[src/lobm_pkg.sv]
// Shared types and constants for the limit order book matcher.
// Used by lobm_ctrl, lobm_datapath and limit_order_book_matcher; no dependencies.
package lobm_pkg;

    // Table size and derived widths.
    localparam int ORDER_SLOTS = 32;
    localparam int SLOT_W = $clog2(ORDER_SLOTS);

    // A match emits at most FILL_MAX fills before its done item.
    localparam int FILL_W = 6;
    localparam logic [FILL_W-1:0] FILL_MAX = 6'd63;

    // Operation codes of an input item.
    localparam logic [1:0] OP_ADD = 2'd0;
    localparam logic [1:0] OP_CANCEL = 2'd1;
    localparam logic [1:0] OP_MATCH = 2'd2;
    localparam logic [1:0] OP_SNAPSHOT = 2'd3;

    // Kinds of result item.
    localparam logic [2:0] KIND_FILL = 3'd0;
    localparam logic [2:0] KIND_DONE = 3'd1;
    localparam logic [2:0] KIND_CANCEL = 3'd2;
    localparam logic [2:0] KIND_ADD = 3'd3;
    localparam logic [2:0] KIND_BID = 3'd4;
    localparam logic [2:0] KIND_ASK = 3'd5;

    // Controller states.
    typedef enum logic [2:0] {
        ST_IDLE,
        ST_ADD,
        ST_CANCEL,
        ST_MAT_START,
        ST_MAT_SCAN,
        ST_MAT_FILL,
        ST_SNAP_BEST,
        ST_SNAP_SUM
    } state_t;

    // Which result item the datapath builds this cycle.
    typedef enum logic [2:0] {
        EMIT_NONE,
        EMIT_ADD,
        EMIT_CANCEL_HIT,
        EMIT_CANCEL_MISS,
        EMIT_FILL,
        EMIT_DONE,
        EMIT_SNAP
    } emit_t;

    // Commands from controller to datapath.
    typedef struct packed {
        logic  load;
        logic  idx_inc;
        logic  match_eval;
        logic  snap_eval;
        logic  sum_eval;
        logic  snap_next;
        emit_t emit;
    } cmd_t;

    // Status from datapath to controller.
    typedef struct packed {
        logic scan_last;
        logic cancel_hit;
        logic best_found;
        logic rest_zero;
        logic fill_limit;
        logic snap_side;
    } stat_t;

endpackage

[src/lobm_ctrl.sv]
// Controller state machine of the limit order book matcher.
// Depends on lobm_pkg; drives lobm_datapath through cmd_t and reads stat_t.
module lobm_ctrl
(
    input  logic             clk,
    input  logic             rst_n,
    input  logic             start,
    input  logic [1:0]       op,
    input  lobm_pkg::stat_t  stat,
    output lobm_pkg::cmd_t   cmd,
    output logic             busy
);

    lobm_pkg::state_t state_reg;
    lobm_pkg::state_t state_next;

    // State register.
    always_ff @(posedge clk or negedge rst_n)
    begin
        if (!rst_n)
        begin
            state_reg <= lobm_pkg::ST_IDLE;
        end
        else
        begin
            state_reg <= state_next;
        end
    end

    assign busy = (state_reg != lobm_pkg::ST_IDLE);

    // Next state and commands.
    always_comb
    begin
        state_next = state_reg;
        cmd = '0;
        cmd.emit = lobm_pkg::EMIT_NONE;
        unique case (state_reg)
            lobm_pkg::ST_IDLE:
            begin
                if (start)
                begin
                    cmd.load = 1'b1;
                    unique case (op)
                        lobm_pkg::OP_ADD:    state_next = lobm_pkg::ST_ADD;
                        lobm_pkg::OP_CANCEL: state_next = lobm_pkg::ST_CANCEL;
                        lobm_pkg::OP_MATCH:  state_next = lobm_pkg::ST_MAT_START;
                        default:             state_next = lobm_pkg::ST_SNAP_BEST;
                    endcase
                end
            end
            lobm_pkg::ST_ADD:
            begin
                cmd.emit = lobm_pkg::EMIT_ADD;
                state_next = lobm_pkg::ST_IDLE;
            end
            lobm_pkg::ST_CANCEL:
            begin
                if (stat.cancel_hit)
                begin
                    cmd.emit = lobm_pkg::EMIT_CANCEL_HIT;
                    state_next = lobm_pkg::ST_IDLE;
                end
                else if (stat.scan_last)
                begin
                    cmd.emit = lobm_pkg::EMIT_CANCEL_MISS;
                    state_next = lobm_pkg::ST_IDLE;
                end
                else
                begin
                    cmd.idx_inc = 1'b1;
                end
            end
            lobm_pkg::ST_MAT_START:
            begin
                if (stat.rest_zero || stat.fill_limit)
                begin
                    cmd.emit = lobm_pkg::EMIT_DONE;
                    state_next = lobm_pkg::ST_IDLE;
                end
                else
                begin
                    state_next = lobm_pkg::ST_MAT_SCAN;
                end
            end
            lobm_pkg::ST_MAT_SCAN:
            begin
                cmd.match_eval = 1'b1;
                if (stat.scan_last)
                begin
                    state_next = lobm_pkg::ST_MAT_FILL;
                end
                else
                begin
                    cmd.idx_inc = 1'b1;
                end
            end
            lobm_pkg::ST_MAT_FILL:
            begin
                if (stat.best_found)
                begin
                    cmd.emit = lobm_pkg::EMIT_FILL;
                    state_next = lobm_pkg::ST_MAT_START;
                end
                else
                begin
                    cmd.emit = lobm_pkg::EMIT_DONE;
                    state_next = lobm_pkg::ST_IDLE;
                end
            end
            lobm_pkg::ST_SNAP_BEST:
            begin
                cmd.snap_eval = 1'b1;
                if (stat.scan_last)
                begin
                    state_next = lobm_pkg::ST_SNAP_SUM;
                end
                cmd.idx_inc = 1'b1;
            end
            default:
            begin
                // Level sum; the last slot also emits the level item.
                cmd.sum_eval = 1'b1;
                cmd.idx_inc = 1'b1;
                if (stat.scan_last)
                begin
                    cmd.emit = lobm_pkg::EMIT_SNAP;
                    if (stat.snap_side)
                    begin
                        state_next = lobm_pkg::ST_IDLE;
                    end
                    else
                    begin
                        cmd.snap_next = 1'b1;
                        state_next = lobm_pkg::ST_SNAP_BEST;
                    end
                end
            end
        endcase
    end

endmodule

[config.mk]
export PLATFORM = sky130hd
export DESIGN_NAME = lobm_ctrl
export DESIGN_NICKNAME = d
export VERILOG_FILES = /design/src/lobm_pkg.sv /design/src/lobm_ctrl.sv
export SDC_FILE = /design/constraint.sdc
export NUM_CORES = 1
export LEC_CHECK = 0
export BUFFER_PORTS_ARGS = -buffer_cell sky130_fd_sc_hd__buf_2
export CORE_AREA = 2 2 39 41
export DETAILED_ROUTE_END_ITERATION = 10
export DIE_AREA = 0 0 41 43
export GPL_TIMING_DRIVEN = 0
export HOLD_SLACK_MARGIN = 0.05
export PLACE_DENSITY_LB_ADDON = 0.3
export SYNTH_ARGS = -nofsm -noshare
export SYNTH_HDL_FRONTEND = slang
export SYNTH_SLANG_ARGS = --single-unit
[constraint.sdc]
create_clock -name clk -period 1.5 [get_ports clk]
set_clock_uncertainty 0.05 [all_clocks]
set_input_delay 0.075 -clock clk [delete_from_list [all_inputs] [get_ports clk]]
set_output_delay 0.075 -clock clk [all_outputs]
set_load 0.01 [all_outputs]
# After elaboration in Yosys (flattened, before gate mapping)
# Index checks and enable logic that the tools add are counted.
# Widths: inputs -> output; s select.
# op_classes
n_eq_ne	12
reduce_logical	9
muxes	26
# op_table
cell	n
$mux 3	9
$pmux 3 s7	1
$pmux 3 s5	1
$eq 3x3->1 const B	3
$pmux 3 s3	1
$mux 1	8
$mux 2	4
$reduce_or 7->1	1
$eq 3x2->1 const B	2
$ne 2x2->1 const B	3
$reduce_bool 6->1	1
$reduce_and 5->1	1
$mux 4	1
$reduce_or 4->1	1
$eq 3x1->1 const B	1
$logic_not 3->1	1
$ne 3x3->1 const B	1
$pmux 1 s3	1
$reduce_bool 3->1	1
$reduce_or 3->1	1
$eq 2x1->1 const B	1
$eq 2x2->1 const B	1
$logic_not 2->1	1
$logic_or 1x1->1	1
# word_totals
register_bits	3
output_inout_bits	10
wordCells	48
in_bits	11

# Depth between registers and ports, before layout
# Gate-level depths: netlist of the first run.
# logic_depth
ltp_word	4
mapped_depth	5
depth_no_buf	4

# Worst setup path after synthesis of the first run
# OpenSTA, ideal clock, no wires.
# synth_timing
path_type	register to register
startpoint	reg state_reg[1]
endpoint	reg state_reg[2]
setup_time_ns	0.127
path_stages_with_launch	4
path_buffers	0
t_required_ns	1.323
path_slack_ns	0.201
period_less_slack_ns	1.299
t_arrival_ns	1.122
cell_sequence	dfrtp_1 > nand2b_1 > a311o_1 > o32a_2
# synth_between
elab_chain_cells	3
word_cells_on_any_way	14
classes_between	10 x eq/ne; 1 x mux; 3 x reduce/logical
# synth_rtl
item	line_no	rtl
from (decl)	lobm_ctrl.sv:14	lobm_pkg::state_t state_reg;
from (signal assigned)	lobm_ctrl.sv:22	state_reg <= lobm_pkg::ST_IDLE;
from (signal assigned)	lobm_ctrl.sv:26	state_reg <= state_next;
$eq 3x3->1, or another cell as far along	lobm_ctrl.sv:38	unique case (state_reg)
$reduce_bool 6->1 (no line), or another cell as far along	--	
$reduce_and 5->1 (no line)	--	
# Several ways; a longest one is shown, not always the timed one.
# A chain may end at the register's enable or synchronous reset.

==> results of run 1 <==
==> area by class of cell <==
type | instances | area (µm²) | share of cell area [%]
flip-flops and latches | 3 | 77.57 | 12.55
plain buffers | 5 | 50.05 | 8.097
multi-input cells | 44 | 296.5 | 47.98
repair buffers | 23 | 130.1 | 21.05
well taps | 16 | 20.02 | 3.239
clock buffers | 4 | 26.28 | 4.251
inverters | 4 | 17.52 | 2.834
==> timing repair <==
action / 4_1_cts / 5_1_grt
gates cloned: 0 / 0
hold buffers: 2 / 0
pin swaps: 0 / 3
setup endpoints to repair: 4 / 7
gates resized for setup: 4 / 10
hold endpoints to repair: 4 / 0
setup buffers: 0 / 2
==> layer usage <==
layer  GRT usage, %  vias up
met5              0        -
met4          8.000        0
met3          4.712        0
met2          20.31       15
met1          18.51      242
li1               -      262
==> cell usage after synthesis (all sizes together) <==
cell	instances	share of area, %
and3	1	1.6
dfrtp	3	19
nand2	2	1.9
o211ai	1	1.9
o41ai	1	4.1
nor2	8	7.5
a32o	1	2.5
o22a	1	2.2
o32a	1	2.8
buf	5	7.8
nand2b	3	4.7
a21o	1	1.9
a31oi	2	3.1
o31ai	1	1.9
nor4	1	1.6
nor3	6	7.5
a21oi	3	3.8
or3	1	2.8
inv	4	3.8
nor4b	1	3.8
a311o	1	2.5
o22ai	2	3.1
o21ai	5	6.3
o31a	1	2.2
==> power breakdown <==
group	switching (µW)	internal [µW]
clock network	40.4	99.6
registers	62.0	129
logic	475	447
total	578	676
==> path summary, 6_finish.rpt <==
check                          endpoint  slack [ns]  cells after the start
max reg2reg                state_reg[2]        0.08                      3
min                        state_reg[2]        0.11                      2
min reg2reg                state_reg[0]        0.66                      3
max in group asynchronous  state_reg[1]        1.17                      2
max                              cmd[1]        0.06                      6
min in group clk           state_reg[0]        0.23                      4
==> metrics by stage <==
step | hold WS [ns] | setup slack, ns | total power (µW) | instances
after floorplan | -0.2706 | 0.2013 | 750.2 | 56
after global placement | -0.1789 | 0.1037 | 968.3 | 91
after detailed placement | -0.1775 | 0.09387 | 969.3 | 91
after CTS | 0.1045 | -0.003641 | 1154 | 97
after global routing | 0.1059 | -0.02907 | 1357 | 99
final | 0.1143 | 0.06125 | 1254 | 99
==> cell families (layout without fill, tap and decap cells) <==
group | Yosys count | after routing | share of synthesized area [%]
compound gates | 21 | 21 | 38.25
buf+inv | 9 | 36 | 11.60
simple gates | 23 | 23 | 31.35
flops | 3 | 3 | 18.81
==> worst max-delay path, cell delays in order, from the launching register on <==
cell     delay (ns)
dfrtp_1        0.38
buf_6          0.15
buf_6          0.14
nor3_2         0.15
a31oi_1        0.06
nor2_1         0.08
buf_2          0.13
==> run metrics, run 1 <==
global-route wire length before repair about 1700 µm; final net count 95; outcome complete, no violations; Area Overhead vs Synth 54.86%; Detailed Route WL 1190 µm; Final Core Density 44.67%; critical path type reg2out; DR top layer met3; Pleak 0.0002904 µW; Avg WL per Cell roughly 12 µm; # Max-Cap Violations 0; DPL Wire Length about 830 µm; fillcell total 141; DRT met1 WL 541 µm; endpoint class of the critical path output pin; # setup viols final 0; Clock Latency Late Sink approximately 0.23 ns; die area 1763 µm²; root buffer cell clkbuf_4; GR Overflow Total 0; Worst-Margin Slew 0.2706 ns; CP Max Fanout 10; Post-Syn Area per Cell 7.127 µm²; clk buf depth 2; total clock buffers created by CTS 3; gpl congestion a little under 0.8; Die W 41 µm; Post-Synthesis Cells 56; r2r startpoint state_reg[1]; via count 519; DRT Pass-1 Iters 4; metal2 WL roughly 590 µm; slew margin rel. 81.79%; drt initial violations 12; CP required 1.37 ns; post-route setup TNS 0 ns; GRT Total Usage 14.40%; Final Max Slew Viols 0; synthesis-stage register bit count 3; Die Height 43 µm; power per cell area 2029 nW/µm²; H-tree levels 1; register area share after synthesis 18.81%; largest net degree at the start of global routing 11; DRC 0; Starting Density 28.84%; WL met3 58 µm; syn nets 67; CP startpoint state_reg[0]; crit start category register; Fmax achieved 0.6950 GHz; Yosys cell types 26; clk slew on worst S/H paths 0.04 ns; ant diodes 0; drt via density 5.242; RSZ-0062 raised after global routing yes; Final ANT Viol Nets 0; number of global-route vias before repair 415; initial antenna violation count 0; min-delay worst type in2async; row count 14; most frequent cells in the layout 20 x buf_2, 8 x nor2_1, 4 x buf_6, 4 x nor3_1, 4 x o21ai_0; CTS tree built; CP Data Arrival Time 1.31 ns; placed instance area 514.2 µm²; layout cells sized above 1 a little under half; period utilization 95.92%; Post-Syn Area 399.1 µm²; Tmin final approximately 1.4 ns; VDD IR max 0.9777 mV; Port Buffers 19; Final Hold Viols 0; fin area 618.1 µm²; clk sinks 3; Ys Warns 0; number of I/O pins 21; Largest register FFs 3; Core Region 1384 µm²; commonest non-fill, non-tap cell in the layout buf_2
Note: power is estimated with default switching activity, not from simulation.
==> run 2: changes to the inputs <==
--- a/config.mk
+++ b/config.mk
@@ -9,9 +9,9 @@
 export CORE_AREA = 2 2 39 41
 export DETAILED_ROUTE_END_ITERATION = 10
 export DIE_AREA = 0 0 41 43
-export GPL_TIMING_DRIVEN = 0
+export GPL_TIMING_DRIVEN = 1
 export HOLD_SLACK_MARGIN = 0.05
-export PLACE_DENSITY_LB_ADDON = 0.3
+export PLACE_DENSITY = 0.56
 export SYNTH_ARGS = -nofsm -noshare
 export SYNTH_HDL_FRONTEND = slang
 export SYNTH_SLANG_ARGS = --single-unit
==> run 2 against run 1 <==
Compared with the run above:
- critical endpoint is now cmd[8]
- setup slack worse by 0.025 ns
- critical path depth is 2 lower
- clock-buffer cell count stayed put
- sequential share of layout area is 0.46 points lower
- die area stayed put
- via count is 3.1% higher
- fmax is 1.7% lower
- global-route usage is 0.39 points higher
- critical path type unchanged
- flip-flop and latch count stayed put
- power is 4.1% higher
==> run metrics, run 2 (synthesis results as in run 1) <==
outcome complete, no violations; CTS tree built; ant diodes 0 (unchanged); Pleak 0.0003045 µW (+4.9%); largest net degree at the start of global routing 13 (+2); clk sinks 3 (unchanged); total area of sequential cells 78.83 µm² (+1.6%); placed cells 90 (-1.1%); GRT Total Usage 14.79% (+0.39 points); DRC 0 (unchanged); Final Hold Viols 0 (unchanged); most frequent cells in the layout 20 x buf_2, 8 x nor2_1, 5 x o21ai_0; Final Max Slew Viols 0 (unchanged); DRT Pass-1 Iters 4 (unchanged); slew margin rel. 83.42% (+1.6 points); die area 1763 µm² (unchanged); Avg WL per Cell 12.20 µm (+1.5%); Largest register FFs 3 (unchanged); VDD IR max 0.8835 mV (-9.6%); Area Overhead vs Synth 63.32%; period utilization 97.58% (+1.7 points); Buf/Inv on CP 2 (-1); root buffer cell clkbuf_4; Clock Latency Late Sink 0.23 ns (about the same); fin area 651.9 µm² (+5.5%); GR Overflow Total 0 (unchanged); Fmax achieved 0.6832 GHz (-1.7%); critical path, cell by cell buf_6, or3_4, nor2_1, buf_2; gpl congestion 0.7989 (+2.4%); number of I/O pins 21 (unchanged); CP required 1.37 ns (about the same); power per cell area 2002 nW/µm² (-1.3%); # Max-Cap Violations 0 (unchanged); final net count 97 (+2.1%); critical path's top delay family simple AND/OR/NAND/NOR gates; Worst-Margin Slew 0.2461 ns (-0.02446 ns); Multi-input gate area 319.1 µm² (+7.6%); # setup viols final 0 (unchanged); layout cells sized above 1 52.94% (+7.2 points); via count 535 (+3.1%); non-filler cells, final 101 (+2.0%); total clock buffers created by CTS 3 (unchanged); Power Total 1305 µW (+4.1%); global-route wire length before repair 1849 µm (+8.5%); clk buf depth 2 (unchanged); endpoint class of the critical path output pin; critical path type reg2out; crit start category register; DPL Wire Length 821.6 µm (-0.57%); CP max-delay cell dfrtp_2; H-tree levels 1 (unchanged); Tmin final 1.464 ns (+0.02502 ns); commonest non-fill, non-tap cell in the layout buf_2; number of global-route vias before repair 472 (+14%); Detailed Route WL 1232 µm (+3.5%); CP Data Arrival Time 1.34 ns (+0.03 ns); row count 14 (unchanged); CP peak stage delay 0.43 ns (+0.05 ns); placed instance area 510.5 µm² (-0.73%); drt via density 5.297 (+1.0%); Starting Density 28.84% (unchanged); Die Height 43 µm (unchanged); initial antenna violation count 0 (unchanged); Port Buffers 20 (+1); fillcell total 146 (+3.5%); Die W 41 µm (unchanged); Core Region 1384 µm² (unchanged); drt initial violations 7 (-5); CP Max Fanout 3 (-7); min-delay worst type in2async; Final ANT Viol Nets 0 (unchanged); clk slew on worst S/H paths 0.04 ns (about the same)
## run 2: changes by cell type in the layout (fill, tap and decap cells not counted), sizes merged
| cell | previous run | this run |
|---|---|---|
| buf | 26 | 27 |
| clkbuf | 4 | 5 |
## run 2: worst paths after layout
check                           cells after the start          from           end  slack (ns)
worst max-delay path                                4  state_reg[1]        cmd[8]        0.04
worst min-delay path                                2         rst_n  state_reg[0]        0.12
worst max register to register                      4  state_reg[1]  state_reg[1]        0.09
worst min register to register                      2  state_reg[0]  state_reg[0]        0.67
max in group asynchronous                           2         rst_n  state_reg[1]        1.16
min in group clk                                    4         start  state_reg[2]        0.23
## run 2: cell type report
type	instances	area share, %
clock buffer	4	4.031
sequential	3	12.09
timing repair buffer	30	29.56
inverter	4	2.303
multi-input combinational	44	48.94
tap	16	3.071
## run 2: repair_timing
item	CTS	global route
setup endpoints to repair	5	8
pin swaps	0	9
gates resized for setup	2	12
hold buffers	2	0
buffers inserted	3	2
hold endpoints to repair	4	0
## run 2: worst register-to-register path: stages (launching register included)
cell and delay, ns:
dfrtp_2 0.43, buf_6 0.13, or3_4 0.33, o22a_1 0.17, o211ai_1 0.20
## run 2: per-stage QoR
stage / setup WS, ns / hold WS, ns / setup TNS (ns) / utilization (%)
floorplan: 0.2013 / -0.2706 / 0 / -
global placement: 0.06104 / -0.1785 / 0 / 36.89
detailed placement: 0.02482 / -0.1786 / 0 / 36.89
CTS: 0.001355 / 0.1015 / 0 / 42.04
global route: -0.006163 / 0.1160 / -0.01004 / 47.11
finish: 0.03623 / 0.1215 / 0 / 47.11
## run 2: report_power, final
part	internal [µW]	switching, µW	leakage, µW
Combinational	476	480	0.000257
Clock	99.5	40.2	0.0000150
Sequential	132	77.2	0.0000329
## run 2: per-layer routing
metal / wire (µm) / track usage, % / vias up
met3: 71 / 2.618 / 2
met1: 529 / 17.48 / 244
li1: - / - / 269
met2: 620 / 24.06 / 20
met5: 0 / 0 / -
met4: 10 / 7.333 / 0
==> run 3: changes to the inputs <==
--- a/config.mk
+++ b/config.mk
@@ -7,6 +7,7 @@
 export LEC_CHECK = 0
 export BUFFER_PORTS_ARGS = -buffer_cell sky130_fd_sc_hd__buf_2
 export CORE_AREA = 2 2 39 41
+export CTS_BUF_LIST = sky130_fd_sc_hd__clkbuf_16
 export DETAILED_ROUTE_END_ITERATION = 10
 export DIE_AREA = 0 0 41 43
 export GPL_TIMING_DRIVEN = 1
==> run 3 against run 2 <==
Compared with the run above:
- power rose by 13%
- cell count fell by 2.0%
- core utilization rose by 0.72 points
==> run metrics, run 3 (synthesis results as in run 1) <==
CP required 1.56 ns (+0.19 ns); Core Region 1384 µm² (unchanged); die area 1763 µm² (unchanged); min-delay worst type in2async; Pint 886.5 µW (+25%); VDD IR max 0.9538 mV (+8.0%); Reg power frac 14.7% (-1.3 points); Detailed Route WL 1148 µm (-6.8%); Hold WS 0.1294 ns (+0.007822 ns); slew margin rel. 82.98% (-0.43 points); root buffer cell clkbuf_16; critical path type reg2reg; Fmax achieved 0.6728 GHz (-1.5%); clk slew on worst S/H paths 0.03 ns (about the same); critical path, cell by cell buf_6, nor4b_4, a311o_1, o41ai_2; CTS tree built; GRT Total Usage 14.69% (-0.10 points); setup ws final 0.01376 ns (-0.02247 ns); endpoint class of the critical path register; drt initial violations 7 (unchanged); largest net degree at the start of global routing 13 (unchanged); row count 14 (unchanged); Die Height 43 µm (unchanged); gpl congestion 0.7989 (unchanged); Final ANT Viol Nets 0 (unchanged); number of global-route vias before repair 460 (-2.5%); clock share of power 27.8% (+17 points); Clock Latency Late Sink 0.22 ns (about the same); met1 Track Usage GR 17.48% (unchanged); DRC 0 (unchanged); Comb pwr share 57.5% (-16 points); via count 516 (-3.6%); Die W 41 µm (unchanged); Port Buffers 20 (unchanged); met2 GRT Util 23.75% (-0.31 points); layout cells sized above 1 46.99% (-6.0 points); CP Data Arrival Time 1.55 ns (+0.21 ns); Sw Ratio 40.07% (-5.7 points); GR Overflow Total 0 (unchanged); clk sinks 3 (unchanged); Worst-Margin Slew 0.2529 ns (+0.006764 ns); gr busiest metal met2; Final Max Slew Viols 0 (unchanged); # Max-Cap Violations 0 (unchanged); global-route wire length before repair 1835 µm (-0.76%); DRT Pass-1 Iters 4 (unchanged); Setup WS pre-CTS 0.02482 ns (unchanged); drt via density 5.212 (-1.6%); ant diodes 0 (unchanged); Avg WL per Cell 11.60 µm (-4.9%); Starting Density 28.84% (unchanged); fillcell total 141 (-3.4%); commonest non-fill, non-tap cell in the layout buf_2; Area Overhead vs Synth 65.83%; Tmin final 1.486 ns (+0.02247 ns); initial antenna violation count 0 (unchanged); Buf/Inv on CP 1 (-1); outcome complete, no violations; H-tree levels 1 (unchanged); CP peak stage delay 0.46 ns (+0.03 ns); Final Hold Viols 0 (unchanged); crit start category register; most frequent cells in the layout 20 x buf_2, 8 x nor2_1, 5 x o21ai_0; RSZ-0062 raised after global routing yes; Pleak 0.0003142 µW (+3.2%); DPL Wire Length 821.6 µm (unchanged); final net count 95 (-2.1%); # setup viols final 0 (unchanged); power per cell area 2235 nW/µm² (+12%); grt met3 use 2.618% (unchanged); clk buf depth 2 (unchanged); Largest register FFs 3 (unchanged); critical path's top delay family compound AO/OA/AOI/OAI gates; CP Max Fanout 8 (+5); CP max-delay cell dfrtp_2; total clock buffers created by CTS 3 (unchanged); period utilization 99.08% (+1.5 points); Final Core Density 47.83% (+0.72 points); number of I/O pins 21 (unchanged); Sw Pwr 592.8 µW (-0.81%)
[run 3: layer usage]
metal  vias to the layer above  wire (µm)
li1                        267          -
met1                       232        527
met2                        17        565
met3                         0         55
met4                         0          0
met5                         -          0
[run 3: cell type report]
class | instances | area, µm² | share of cell area [%]
Inverter | 4 | 17.52 | 2.647
Tap cell | 16 | 20.02 | 3.025
Clock buffer | 3 | 75.07 | 11.34
Multi-Input combinational cell | 44 | 301.5 | 45.56
Clock inverter | 1 | 3.754 | 0.5671
Timing Repair Buffer | 28 | 166.4 | 25.14
Sequential cell | 3 | 77.57 | 11.72
[run 3: final timing paths]
kind / startpoint / to / slack, ns / cells past startpoint
max in group asynchronous: rst_n / state_reg[1] / 1.15 / 2
max: state_reg[1] / state_reg[0] / 0.01 / 4
min in group clk: start / state_reg[2] / 0.23 / 4
min: rst_n / state_reg[0] / 0.13 / 2
max reg2reg: state_reg[1] / state_reg[0] / 0.01 / 4
min reg2reg: state_reg[1] / state_reg[0] / 0.65 / 2
[run 3: timing repair]
| item | CTS | global route |
|---|---|---|
| hold buffers | 2 | 0 |
| pin swaps | 0 | 4 |
| setup buffers | 2 | 1 |
| resized for setup | 3 | 5 |
| endpoints found under the hold margin | 4 | 0 |
| endpoints found under the setup margin | 2 | 5 |
[run 3: power by group through the flow]
| stage | registers, µW | clock network (µW) | logic [µW] |
|---|---|---|---|
| after floorplan | 159 | 0 | 591 |
| after global placement | 218 | 0 | 737 |
| after detailed placement | 219 | 0 | 737 |
| after CTS | 217 | 421 | 795 |
| after global routing | 223 | 427 | 943 |
| final | 217 | 412 | 851 |
[run 3: metrics by stage]
step / cell area (µm²) / total power, µW / instances / TNS (ns)
4_1_cts: 629.4 / 1433 / 98 / 0
3_3_place_gp: 510.5 / 954.9 / 90 / 0
2_1_floorplan: 399.1 / 750.2 / 56 / 0
3_5_place_dp: 510.5 / 956.2 / 90 / 0
5_1_grt: 661.9 / 1593 / 99 / -0.1505
6_report: 661.9 / 1479 / 99 / 0
